[src/rtl/core/dqe_pkg.sv]
`timescale 1ns / 1ps
`default_nettype none

package dqe_pkg;

  // Longest label kept; longer labels are truncated and flagged.
  localparam int LabelMax = 63;

  localparam int CntW = $clog2(LabelMax + 1);
  localparam int IdxW = (LabelMax > 1) ? $clog2(LabelMax) : 1;
  // Stream position: length byte, label characters and five trailer bytes.
  localparam int PosW = $clog2(LabelMax + 7);

  localparam logic [7:0] ChEnd = 8'h00;
  localparam logic [7:0] ChDot = 8'h2E;

  // Trailer byte positions after the label bytes.
  localparam logic [2:0] TailRoot    = 3'd0;
  localparam logic [2:0] TailTypeHi  = 3'd1;
  localparam logic [2:0] TailTypeLo  = 3'd2;
  localparam logic [2:0] TailClassHi = 3'd3;
  localparam logic [2:0] TailClassLo = 3'd4;
  localparam logic [PosW-1:0] TailLen = PosW'(5);

  typedef struct packed {
    logic load_char;
    logic start_flush;
    logic advance;
  } dqe_cmd_t;

  typedef struct packed {
    logic term;
    logic flushable;
    logic pos_last;
    logic out_free;
  } dqe_status_t;

endpackage

`default_nettype wire

[src/rtl/core/dqe_if.sv]
`timescale 1ns / 1ps
`default_nettype none

interface dqe_in_if;
  logic        valid;
  logic        ready;
  logic [7:0]  ch;
  logic [15:0] qtype;
  logic [15:0] qclass;

  modport source (output valid, output ch, output qtype, output qclass, input ready);
  modport sink   (input valid, input ch, input qtype, input qclass, output ready);
endinterface

interface dqe_out_if;
  logic       valid;
  logic       ready;
  logic [7:0] byte_first;
  logic [7:0] byte_second;
  logic       two_bytes;
  logic       overlong;
  logic       last;

  modport source (output valid, output byte_first, output byte_second, output two_bytes,
                  output overlong, output last, input ready);
  modport sink   (input valid, input byte_first, input byte_second, input two_bytes,
                  input overlong, input last, output ready);
endinterface

`default_nettype wire

[src/rtl/core/dqe_ctrl.sv]
`timescale 1ns / 1ps
`default_nettype none

module dqe_ctrl (
  input  wire                  clk_i,
  input  wire                  rst_ni,
  input  wire                  in_valid_i,
  output logic                 in_ready_o,
  input  dqe_pkg::dqe_status_t status_i,
  output dqe_pkg::dqe_cmd_t    cmd_o
);

  localparam logic StIdle  = 1'b0;
  localparam logic StFlush = 1'b1;

  logic state_q, state_d;

  always_comb begin
    state_d    = state_q;
    in_ready_o = 1'b0;
    cmd_o      = '0;
    unique case (state_q)
      StIdle: begin
        in_ready_o = 1'b1;
        if (in_valid_i) begin
          if (!status_i.term) begin
            cmd_o.load_char = 1'b1;
          end else if (status_i.flushable) begin
            cmd_o.start_flush = 1'b1;
            state_d           = StFlush;
          end
        end
      end
      StFlush: begin
        cmd_o.advance = status_i.out_free;
        if (status_i.out_free && status_i.pos_last) begin
          state_d = StIdle;
        end
      end
      default: state_d = StIdle;
    endcase
  end

  always_ff @(posedge clk_i or negedge rst_ni) begin
    if (!rst_ni) begin
      state_q <= StIdle;
    end else begin
      state_q <= state_d;
    end
  end

endmodule

`default_nettype wire

[src/rtl/core/dqe_dp.sv]
`timescale 1ns / 1ps
`default_nettype none

module dqe_dp (
  input  wire                   clk_i,
  input  wire                   rst_ni,
  input  dqe_pkg::dqe_cmd_t     cmd_i,
  output dqe_pkg::dqe_status_t  status_o,
  input  wire  [7:0]            ch_i,
  input  wire  [15:0]           qtype_i,
  input  wire  [15:0]           qclass_i,
  output logic                  out_valid_o,
  input  wire                   out_ready_i,
  output logic [7:0]            byte_first_o,
  output logic [7:0]            byte_second_o,
  output logic                  two_bytes_o,
  output logic                  overlong_o,
  output logic                  last_o
);

  logic [7:0] mem_q [dqe_pkg::LabelMax];

  logic [dqe_pkg::CntW-1:0] count_q;
  logic                     too_long_q;

  // Flush context captured when the dot or terminator is taken.
  logic [dqe_pkg::CntW-1:0] len_q;
  logic [dqe_pkg::PosW-1:0] lab_bytes_q;
  logic [dqe_pkg::PosW-1:0] total_q;
  logic                     flag_q;
  logic [15:0]              qtype_q;
  logic [15:0]              qclass_q;
  logic [dqe_pkg::PosW-1:0] pos_q;
  logic [7:0]               rd_q;

  // Half of a byte pair waiting for its partner.
  logic       hv_q;
  logic [7:0] hb_q;
  logic       hf_q;

  logic [dqe_pkg::PosW-1:0] lab_bytes_d;
  logic [dqe_pkg::PosW-1:0] rd_addr;
  logic [dqe_pkg::PosW-1:0] tail_pos;
  logic [7:0]               cur_byte;
  logic                     cur_flag;
  logic                     cur_last;
  logic                     emit;
  logic                     out_free;

  assign lab_bytes_d = (count_q != '0) ? (dqe_pkg::PosW'(count_q) + dqe_pkg::PosW'(1)) : '0;
  assign out_free    = !out_valid_o || out_ready_i;

  assign status_o.term      = (ch_i == dqe_pkg::ChEnd) || (ch_i == dqe_pkg::ChDot);
  assign status_o.flushable = (count_q != '0) || (ch_i == dqe_pkg::ChEnd);
  assign status_o.pos_last  = cur_last;
  assign status_o.out_free  = out_free;

  // Next label character is fetched one step ahead; on a stall the current one is kept.
  assign rd_addr  = cmd_i.advance ? pos_q : (pos_q - dqe_pkg::PosW'(1));
  assign tail_pos = pos_q - lab_bytes_q;
  assign cur_last = (pos_q == (total_q - dqe_pkg::PosW'(1)));
  assign emit     = hv_q || cur_last;

  always_comb begin
    cur_byte = 8'h00;
    cur_flag = 1'b0;
    if (pos_q < lab_bytes_q) begin
      cur_flag = flag_q;
      cur_byte = (pos_q == '0) ? 8'(len_q) : rd_q;
    end else begin
      unique case (tail_pos[2:0])
        dqe_pkg::TailRoot:    cur_byte = 8'h00;
        dqe_pkg::TailTypeHi:  cur_byte = qtype_q[15:8];
        dqe_pkg::TailTypeLo:  cur_byte = qtype_q[7:0];
        dqe_pkg::TailClassHi: cur_byte = qclass_q[15:8];
        dqe_pkg::TailClassLo: cur_byte = qclass_q[7:0];
        default:              cur_byte = 8'h00;
      endcase
    end
  end

  always_ff @(posedge clk_i) begin
    if (cmd_i.load_char && (count_q < dqe_pkg::CntW'(dqe_pkg::LabelMax))) begin
      mem_q[count_q[dqe_pkg::IdxW-1:0]] <= ch_i;
    end
    if (rd_addr < dqe_pkg::PosW'(dqe_pkg::LabelMax)) begin
      rd_q <= mem_q[rd_addr[dqe_pkg::IdxW-1:0]];
    end
  end

  always_ff @(posedge clk_i) begin
    if (cmd_i.start_flush) begin
      len_q       <= count_q;
      lab_bytes_q <= lab_bytes_d;
      total_q     <= lab_bytes_d + ((ch_i == dqe_pkg::ChEnd) ? dqe_pkg::TailLen : '0);
      flag_q      <= too_long_q;
      qtype_q     <= qtype_i;
      qclass_q    <= qclass_i;
    end
    if (cmd_i.advance && !emit) begin
      hb_q <= cur_byte;
      hf_q <= cur_flag;
    end
    if (cmd_i.advance && emit) begin
      byte_first_o  <= hv_q ? hb_q : cur_byte;
      byte_second_o <= hv_q ? cur_byte : 8'h00;
      two_bytes_o   <= hv_q;
      overlong_o    <= hv_q ? (hf_q || cur_flag) : cur_flag;
      last_o        <= cur_last;
    end
  end

  always_ff @(posedge clk_i or negedge rst_ni) begin
    if (!rst_ni) begin
      count_q     <= '0;
      too_long_q  <= 1'b0;
      pos_q       <= '0;
      hv_q        <= 1'b0;
      out_valid_o <= 1'b0;
    end else begin
      if (cmd_i.load_char) begin
        if (count_q < dqe_pkg::CntW'(dqe_pkg::LabelMax)) begin
          count_q <= count_q + dqe_pkg::CntW'(1);
        end else begin
          too_long_q <= 1'b1;
        end
      end
      if (cmd_i.start_flush) begin
        count_q    <= '0;
        too_long_q <= 1'b0;
        pos_q      <= '0;
        hv_q       <= 1'b0;
      end
      if (cmd_i.advance) begin
        pos_q <= pos_q + dqe_pkg::PosW'(1);
        hv_q  <= !emit;
      end
      if (cmd_i.advance && emit) begin
        out_valid_o <= 1'b1;
      end else if (out_ready_i) begin
        out_valid_o <= 1'b0;
      end
    end
  end

  a_single_is_last : assert property (@(posedge clk_i) disable iff (!rst_ni)
    out_valid_o && !two_bytes_o |-> last_o)
    else $error("single-byte result that is not the last of its request");

  a_pair_closed : assert property (@(posedge clk_i) disable iff (!rst_ni)
    cmd_i.advance && cur_last |=> !hv_q)
    else $error("half pair left over after the final byte");

  a_count_bound : assert property (@(posedge clk_i) disable iff (!rst_ni)
    count_q <= dqe_pkg::CntW'(dqe_pkg::LabelMax))
    else $error("label count above the label limit");

  a_no_overwrite : assert property (@(posedge clk_i) disable iff (!rst_ni)
    cmd_i.advance && emit |-> out_free)
    else $error("result register overwritten while still held");

endmodule

`default_nettype wire

[src/rtl/core/dns_qname_label_encoder_unit.sv]
`timescale 1ns / 1ps
`default_nettype none

// DNS question name encoder. Each request carries one character of a dotted
// domain name; a zero character ends the name and also supplies qtype and qclass.
// Ordinary characters are stored in a label buffer and produce no results; the
// block takes one every cycle. A dot or the terminator flushes the buffered label
// as a length byte followed by its characters, and the terminator then adds the
// root zero byte and qtype and qclass, most significant byte first. Bytes are packed
// two to a result, only the final result of a request may carry one byte, and that
// result has last set. Labels longer than 63 characters are truncated and their
// bytes are flagged overlong. A flush streams one byte per cycle while the result
// side is not stalled, through a single buffer read port, and the input is held
// from the acceptance of the dot or terminator until the flush ends. A finished
// result sits in an output register, so the next request is taken while it waits.
module dns_qname_label_encoder_unit (
  input  wire       clk_i,
  input  wire       rst_ni,
  dqe_in_if.sink    req_i,
  dqe_out_if.source rsp_o
);

  dqe_pkg::dqe_cmd_t    cmd;
  dqe_pkg::dqe_status_t status;

  // Controller sequences acceptance and flushing of each request.
  dqe_ctrl u_ctrl (
    .clk_i      (clk_i),
    .rst_ni     (rst_ni),
    .in_valid_i (req_i.valid),
    .in_ready_o (req_i.ready),
    .status_i   (status),
    .cmd_o      (cmd)
  );

  // Datapath holds the label buffer, byte stream and result register.
  dqe_dp u_dp (
    .clk_i         (clk_i),
    .rst_ni        (rst_ni),
    .cmd_i         (cmd),
    .status_o      (status),
    .ch_i          (req_i.ch),
    .qtype_i       (req_i.qtype),
    .qclass_i      (req_i.qclass),
    .out_valid_o   (rsp_o.valid),
    .out_ready_i   (rsp_o.ready),
    .byte_first_o  (rsp_o.byte_first),
    .byte_second_o (rsp_o.byte_second),
    .two_bytes_o   (rsp_o.two_bytes),
    .overlong_o    (rsp_o.overlong),
    .last_o        (rsp_o.last)
  );

endmodule

`default_nettype wire

[src/flat_wrapper.sv]
// flat-port wrapper written by rule: the top's interface ports become plain ports
module dns_qname_label_encoder_unit_flat 
  (clk_i, rst_ni, req_i_valid, req_i_ch, req_i_qtype, req_i_qclass, req_i_ready, rsp_o_valid, rsp_o_byte_first, rsp_o_byte_second, rsp_o_two_bytes, rsp_o_overlong, rsp_o_last, rsp_o_ready);
  dqe_in_if req_i_i ();
  dqe_out_if rsp_o_i ();
  input  wire clk_i;
  input  wire rst_ni;
  input wire logic [$bits(req_i_i.valid)-1:0] req_i_valid;
  input wire logic [$bits(req_i_i.ch)-1:0] req_i_ch;
  input wire logic [$bits(req_i_i.qtype)-1:0] req_i_qtype;
  input wire logic [$bits(req_i_i.qclass)-1:0] req_i_qclass;
  output wire logic [$bits(req_i_i.ready)-1:0] req_i_ready;
  output wire logic [$bits(rsp_o_i.valid)-1:0] rsp_o_valid;
  output wire logic [$bits(rsp_o_i.byte_first)-1:0] rsp_o_byte_first;
  output wire logic [$bits(rsp_o_i.byte_second)-1:0] rsp_o_byte_second;
  output wire logic [$bits(rsp_o_i.two_bytes)-1:0] rsp_o_two_bytes;
  output wire logic [$bits(rsp_o_i.overlong)-1:0] rsp_o_overlong;
  output wire logic [$bits(rsp_o_i.last)-1:0] rsp_o_last;
  input wire logic [$bits(rsp_o_i.ready)-1:0] rsp_o_ready;
  assign req_i_i.valid = req_i_valid;
  assign req_i_i.ch = req_i_ch;
  assign req_i_i.qtype = req_i_qtype;
  assign req_i_i.qclass = req_i_qclass;
  assign req_i_ready = req_i_i.ready;
  assign rsp_o_valid = rsp_o_i.valid;
  assign rsp_o_byte_first = rsp_o_i.byte_first;
  assign rsp_o_byte_second = rsp_o_i.byte_second;
  assign rsp_o_two_bytes = rsp_o_i.two_bytes;
  assign rsp_o_overlong = rsp_o_i.overlong;
  assign rsp_o_last = rsp_o_i.last;
  assign rsp_o_i.ready = rsp_o_ready;
  dns_qname_label_encoder_unit u_core (.clk_i(clk_i), .rst_ni(rst_ni), .req_i(req_i_i), .rsp_o(rsp_o_i));
endmodule
[config.mk]
export PLATFORM = sky130hd
export DESIGN_NAME = dns_qname_label_encoder_unit_flat
export DESIGN_NICKNAME = d
export VERILOG_FILES = /design/src/rtl/core/dqe_pkg.sv /design/src/rtl/core/dqe_if.sv /design/src/rtl/core/dqe_ctrl.sv /design/src/rtl/core/dqe_dp.sv /design/src/rtl/core/dns_qname_label_encoder_unit.sv /design/src/flat_wrapper.sv
export SDC_FILE = /design/constraint.sdc
export NUM_CORES = 1
export LEC_CHECK = 0
export BUFFER_PORTS_ARGS = -buffer_cell sky130_fd_sc_hd__buf_2
export CAP_MARGIN = 15
export CORE_ASPECT_RATIO = 1.1
export CORE_MARGIN = 5
export CORE_UTILIZATION = 50
export DETAILED_ROUTE_END_ITERATION = 8
export PLACE_DENSITY = 0.76
export SETUP_SLACK_MARGIN = 0.4
export SKIP_LAST_GASP = 1
export SLEW_MARGIN = 20
export SYNTH_ARGS = -nofsm -noshare
export SYNTH_HDL_FRONTEND = slang
export SYNTH_SLANG_ARGS = --single-unit
[constraint.sdc]
create_clock -name clk_i -period 4.2 [get_ports clk_i]
set_clock_uncertainty 0.1 [all_clocks]
set_input_delay 0.42 -clock clk_i [delete_from_list [all_inputs] [get_ports clk_i]]
set_output_delay 0.42 -clock clk_i [all_outputs]
set_load 0.005 [all_outputs]
==> impl_metrics.yaml, run 1 <==
logic_synthesis:
  synth_seq_area_share: 0.730
  syn-num-nets: 1715
  syn_inst: 1654
  avgSynthCellArea_um2: 15.1
  ys.flop_type: "edfxtp_1"
  ys_seq_elements: 610
  async_flop_share: 0.0279
  ys_warn_count: 0
  yosysUniqueCellTypes: 76
  synth_edf_count: 593
  netlist_area_um2: 25000
cts:
  clock-sinks: 610
  insertion_delay_ns: 0.62
  numCtsBuffers: 58
  cts_buffer_depth: 3
  path_clk_slew_ns: 0.06
  tritoncts: "done"
  ctsHtreeMaxLevel: 2
  cts-root-buf: "clkbuf_16"
critical_path:
  worstSetupPathType: "flip-flop to flip-flop"
  path_cells: "inv_1 > ha_1 > a21boi_4 > nor2_4 > buf_12 > mux2i_1 > o32ai_1 > nor4_1 > o21ai_0 > and4_1"
  crit_buf_inv: 2
  startpoint_type: "flip-flop"
  critPathTopFamily: "simple AND/OR/NAND/NOR gates"
  max_stage_delay_ns: 0.57
  cp_data_required_time_ns: 4.48
  slowest_stage: "nor4_1"
  cp-end-kind: "flip-flop"
  arrival_ns: 3.94
  cp_max_fo: 26
cells_and_area:
  finalNonFillerCells: 2563
  diodes: 0
  final_nets: 1917
  layout_common_cells: "593 x edfxtp_1, 252 x nand2_1, 124 x buf_4"
  area_growth_pct: 15.8
  fillers: 3629
  layout_commonest_cell: "edfxtp_1"
  drive_above_1_share: 0.180
job:
  cap_violations: 0
placement:
  dp_cells: 2419
  place_congestion: 0.966
  place_hpwl_mm: 42.0
  port-buffer-count: 64
timing:
  slew_viol_final: 0
  layout_worst_path_cycle_share: 0.872
  slew_headroom: 0.235
  worst_pin_slew_ns: 1.14
  tns_ns: 0
  fmax_ghz: 0.273
  period_minus_slack_ns: 3.66
  rsz0062_at_grt: "no"
  finalHoldViolations: 0
  finalSetupViolCount: 0
global_routing:
  grt_pass1_wl_mm: 97.2
  grt_remaining_overflow: 0
  antenna_found_initial: 0
  grt_pass1_vias: 15400
  track_usage: 0.235
  grt_max_degree: 64
floorplanning:
  fp-row-count: 86
  core_area_um2: 49800
  dieHeight_um: 244
  die_x_um: 223
  initial_core_util: 0.501
  num_io_pins: 65
  dieArea_um2: 54500
run_status:
  status: "complete, no violations"
power_and_ir_drop:
  p_leak_nw: 10.2
  ir_drop_mv: 0.694
  p_per_area_nw_per_um2: 747
detailed_routing:
  vias_per_cell: 6.13
  vias: 15700
  drt_first_iter_violations: 2297
  ant_nets: 0
  drt-wirelength-per-cell_um: 25.7
  drc: 0
  drt_wl_total_mm: 66.0
  dr.pass1.iters: 6
hold_path:
  hp-class: "input pin to flip-flop"
==> state kept, by name (all words and copies together) (netlist names) <==
name and count:
u_core.u_ctrl.state_q 1, u_core.u_dp.byte_first_o 8, u_core.u_dp.byte_second_o 8, u_core.u_dp.count_q 6, u_core.u_dp.flag_q 1, u_core.u_dp.hb_q 8, u_core.u_dp.hf_q 1, u_core.u_dp.hv_q 1
u_core.u_dp.lab_bytes_q 7, u_core.u_dp.last_o 1, u_core.u_dp.len_q 6, u_core.u_dp.mem_q 504, u_core.u_dp.out_valid_o 1, u_core.u_dp.overlong_o 1, u_core.u_dp.pos_q 7, u_core.u_dp.qclass_q 16
u_core.u_dp.qtype_q 16, u_core.u_dp.rd_q 8, u_core.u_dp.too_long_q 1, u_core.u_dp.total_q 7, u_core.u_dp.two_bytes_o 1
==> final cells by class <==
type,instances,area [um2],share of cell area
Sequential cell,610,18200,0.630
Multi-Input combinational cell,939,6270,0.217
Timing Repair Buffer,227,1710,0.0590
Clock buffer,78,1580,0.0546
Tap cell,660,826,0.0286
Clock inverter,29,233,0.00805
Inverter,20,75.1,0.00260
==> power breakdown <==
part / internal [mW] / switching, mW
clock: 2.81 / 2.17
sequential: 7.12 / 0.253
combinational: 3.27 / 5.99
total: 13.2 / 8.41
==> Yosys cell counts, types with 12 or more instances <==
library cell  number  area, um2
a211oi_1          18        135
a21oi_1           41        205
a31oi_1           16        100
a32oi_1           27        236
buf_2             34        170
clkbuf_1          34        128
dfrtp_1           17        425
edfxtp_1         593      17800
ha_1              16        200
inv_1             17       63.8
mux2_2            12        135
mux2i_1           94        941
mux4_2            28        631
nand2_1          253        950
nand3_1           99        495
nor2_1           120        450
nor3_1            18       90.1
o21ai_0           31        155
xnor2_1           17        149
==> logic make-up (layout without fill, tap and decap cells) <==
group           after synthesis  count (layout)  synth area share
xor+xnor                     27              27            0.0105
mux                         142             142            0.0768
compound gates              192             192            0.0542
fa+ha+maj                    17              17           0.00882
flops                       610             610             0.730
buf+inv                     107             354            0.0203
simple gates                559             561            0.0991
==> path summary, 6_finish.rpt <==
kind | end | slack, ns | start | cells after the start
max | u_core.u_dp.rd_q[0] | 0.54 | u_core.u_dp.pos_q[1] | 10
min in group asynchronous | u_core.u_dp.pos_q[5] | 0.22 | rst_ni | 2
max in group asynchronous | u_core.u_dp.count_q[3] | 3.49 | rst_ni | 2
max reg2reg | u_core.u_dp.rd_q[0] | 0.54 | u_core.u_dp.pos_q[1] | 10
min | u_core.u_dp.mem_q[15][3] | 0.12 | req_i_ch[3] | 1
min reg2reg | u_core.u_dp.flag_q | 0.38 | u_core.u_dp.too_long_q | 0
==> per-stage QoR <==
stage / power, mW / instance area [um2] / utilization / worst slack, ns / hold slack [ns]
6_report: 21.6 / 28900 / 0.581 / 0.536 / 0.117
5_1_grt: 22.4 / 28900 / 0.581 / 0.435 / 0.0708
4_1_cts: 21.3 / 28900 / 0.579 / 0.469 / 0.0700
3_5_place_dp: 16.3 / 26700 / 0.536 / 0.445 / 0.274
3_3_place_gp: 16.1 / 26700 / 0.536 / 0.483 / 0.261
2_1_floorplan: 13.1 / 25000 / - / 0.794 / 0.0244
==> per-layer routing <==
layer  part of all wire  global-route usage  wire length (um)
met1               0.36               0.308             23900
met3               0.11              0.0556              7440
met2               0.47               0.375             31000
met5                  0                   0                 0
met4              0.055               0.111              3640
==> what timing repair did <==
item                                    4_1_cts  5_1_grt
endpoints found under the setup margin        0        4
hold endpoints to repair                     49        0
resized for setup                             0        1
setup buffers                                 0        1
hold buffers                                 33        0
Note: power is estimated with default switching activity, not from simulation.
==> inputs of run 2 (changes only) <==
Settings changed: CORE_MARGIN 5 to 1.
==> run 2 against run 1 <==
Compared with the run above: critical path depth shrank 1; utilization increased by 0.55 points; sequential cell count stayed put; die area decreased by 6.7%; sequential share of layout area rose by 0.29 points; cell count is 1.6% lower; via count shrank 1.1%; sequential power about the same; setup slack gained 0.034 ns; combinational power fell by 1%; clock power increased by 8.2%.
==> impl_metrics.yaml, run 2 (synthesis results as in run 1) <==
timing:
  finalHoldViolations: 0
  fmax_ghz: 0.275
  whs_ns: 0.0869
  layout_worst_path_cycle_share: 0.864
  slew_headroom: 0.331
  finalSetupViolCount: 0
  worst_pin_slew_ns: 0.999
  tns_ns: 0
  rsz0062_at_grt: "no"
  slew_viol_final: 0
  period_minus_slack_ns: 3.63
floorplanning:
  fp-row-count: 85
  num_io_pins: 65
  initial_core_util: 0.508
  dieHeight_um: 236
  dieArea_um2: 50800
  die_x_um: 215
  core_area_um2: 49100
critical_path:
  worstSetupPathType: "flip-flop to flip-flop"
  cp_max_fo: 54
  r2r_start: "u_core.u_dp.pos_q[0]"
  r2r_setup_slack_ns: 0.57
  worstRegToRegCells: 9
  arrival_ns: 3.90
  cp_data_required_time_ns: 4.47
  cp-end-kind: "flip-flop"
  rr_endpoint: "u_core.u_dp.rd_q[3]"
  startpoint_type: "flip-flop"
detailed_routing:
  ant_nets: 0
  vias_per_cell: 6.17
  drt_wl_total_mm: 64.5
  dr.pass1.iters: 6
  vias: 15500
  drt_first_iter_violations: 2164
  drc: 0
  drt-wirelength-per-cell_um: 25.6
hold_path:
  hp-class: "input pin to flip-flop"
  worstHoldStart: "rsp_o_ready"
  worstHoldEndpoint: "u_core.u_dp.out_valid_o"
  worstHoldPathCells: 3
cells_and_area:
  final_nets: 1882
  drive_above_1_share: 0.169
  largest_register_ffs: 504
  diodes: 0
  final_core_util: 0.586
  design_area_um2: 28800
  area_growth_pct: 15.3
  layout_common_cells: "593 x edfxtp_1, 252 x nand2_1, 120 x nor2_1"
  layout_commonest_cell: "edfxtp_1"
  finalNonFillerCells: 2521
global_routing:
  grt_remaining_overflow: 0
  track_usage: 0.252
  antenna_found_initial: 2
  grt_max_degree: 64
  grt_pass1_vias: 15400
  grt_pass1_wl_mm: 95.5
cts:
  numCtsBuffers: 58
  tritoncts: "done"
  path_clk_slew_ns: 0.06
  ctsHtreeMaxLevel: 2
  clock-sinks: 610
  insertion_delay_ns: 0.62
  cts-root-buf: "clkbuf_16"
  post_cts_buffers: 0
  cts_buffer_depth: 3
placement:
  place_congestion: 0.921
  placed_cell_area_um2: 26500
  dp_cells: 2379
  port-buffer-count: 64
  place_hpwl_mm: 40.4
power_and_ir_drop:
  p_int_mw: 13.5
  power_frac_clock: 0.246
  p_switching_mw: 8.40
  p_leak_nw: 10.0
  comb_power_share: 0.418
  ir_drop_mv: 0.541
  swShare: 0.384
  p_per_area_nw_per_um2: 760
  seqPwrFrac: 0.336
job:
  cap_violations: 0
run_status:
  status: "complete, no violations"
==> run 2: how the worst max path moves through the flow <==
stage                               startpoint             endpoint  slack [ns]  cells after the start
after CTS                 u_core.u_dp.pos_q[1]  u_core.u_dp.rd_q[7]        0.39                     10
after global placement    u_core.u_dp.pos_q[1]  u_core.u_dp.rd_q[7]        0.53                     10
final                     u_core.u_dp.pos_q[0]  u_core.u_dp.rd_q[3]        0.57                      9
after global routing      u_core.u_dp.pos_q[0]  u_core.u_dp.rd_q[3]        0.42                      9
after floorplan                    rsp_o_ready  u_core.u_dp.rd_q[5]        0.79                     11
after detailed placement  u_core.u_dp.pos_q[1]  u_core.u_dp.rd_q[7]        0.43                     10
==> run 2: cell type report <==
type / count / area (um2)
clock buffer: 76 / 1580
clock inverter: 32 / 390
fill: 3640 / 20300
inverter: 20 / 75.1
multi-input combinational: 938 / 6260
sequential: 610 / 18200
tap: 652 / 816
timing repair buffer: 193 / 1430
==> run 2: power by group through the flow <==
stage          clock network, mW  logic [mW]  registers, mW
2_1_floorplan                  0        5.77           7.33
3_3_place_gp                   0        8.63           7.45
3_5_place_dp                   0        8.76           7.47
4_1_cts                     5.42        8.87           7.34
5_1_grt                     5.64        9.54           7.38
6_report                    5.39        9.15           7.36
==> run 2: what timing repair did <==
item	CTS	global route
setup endpoints to repair	2	8
cloned	0	1
endpoints found under the hold margin	49	0
hold buffers	33	0
pin swaps	0	1
resized for setup	1	1
==> run 2: per-layer routing <==
layer  part of all wire  up-vias  GRT usage
met5            0.00019        -          0
met4              0.042        2      0.104
met3               0.11      194     0.0594
met2               0.48     1041      0.418
met1               0.36     7659      0.320
li1                   -     6646          -
==> run 2: metrics by stage <==
stage | power (mW) | setup slack [ns]
floorplan | 13.1 | 0.794
global placement | 16.1 | 0.535
global route | 22.6 | 0.420
CTS | 21.6 | 0.392
finish | 21.9 | 0.570
detailed placement | 16.2 | 0.427
==> run 2: worst max-delay path: stages (launching register included) <==
cell and delay, ns:
dfrtp_1 0.49, inv_1 0.16, ha_1 0.34, a21boi_2 0.24
nor2_4 0.23, buf_12 0.33, mux4_1 0.65, mux4_2 0.52
o22ai_1 0.17, nor3_1 0.08
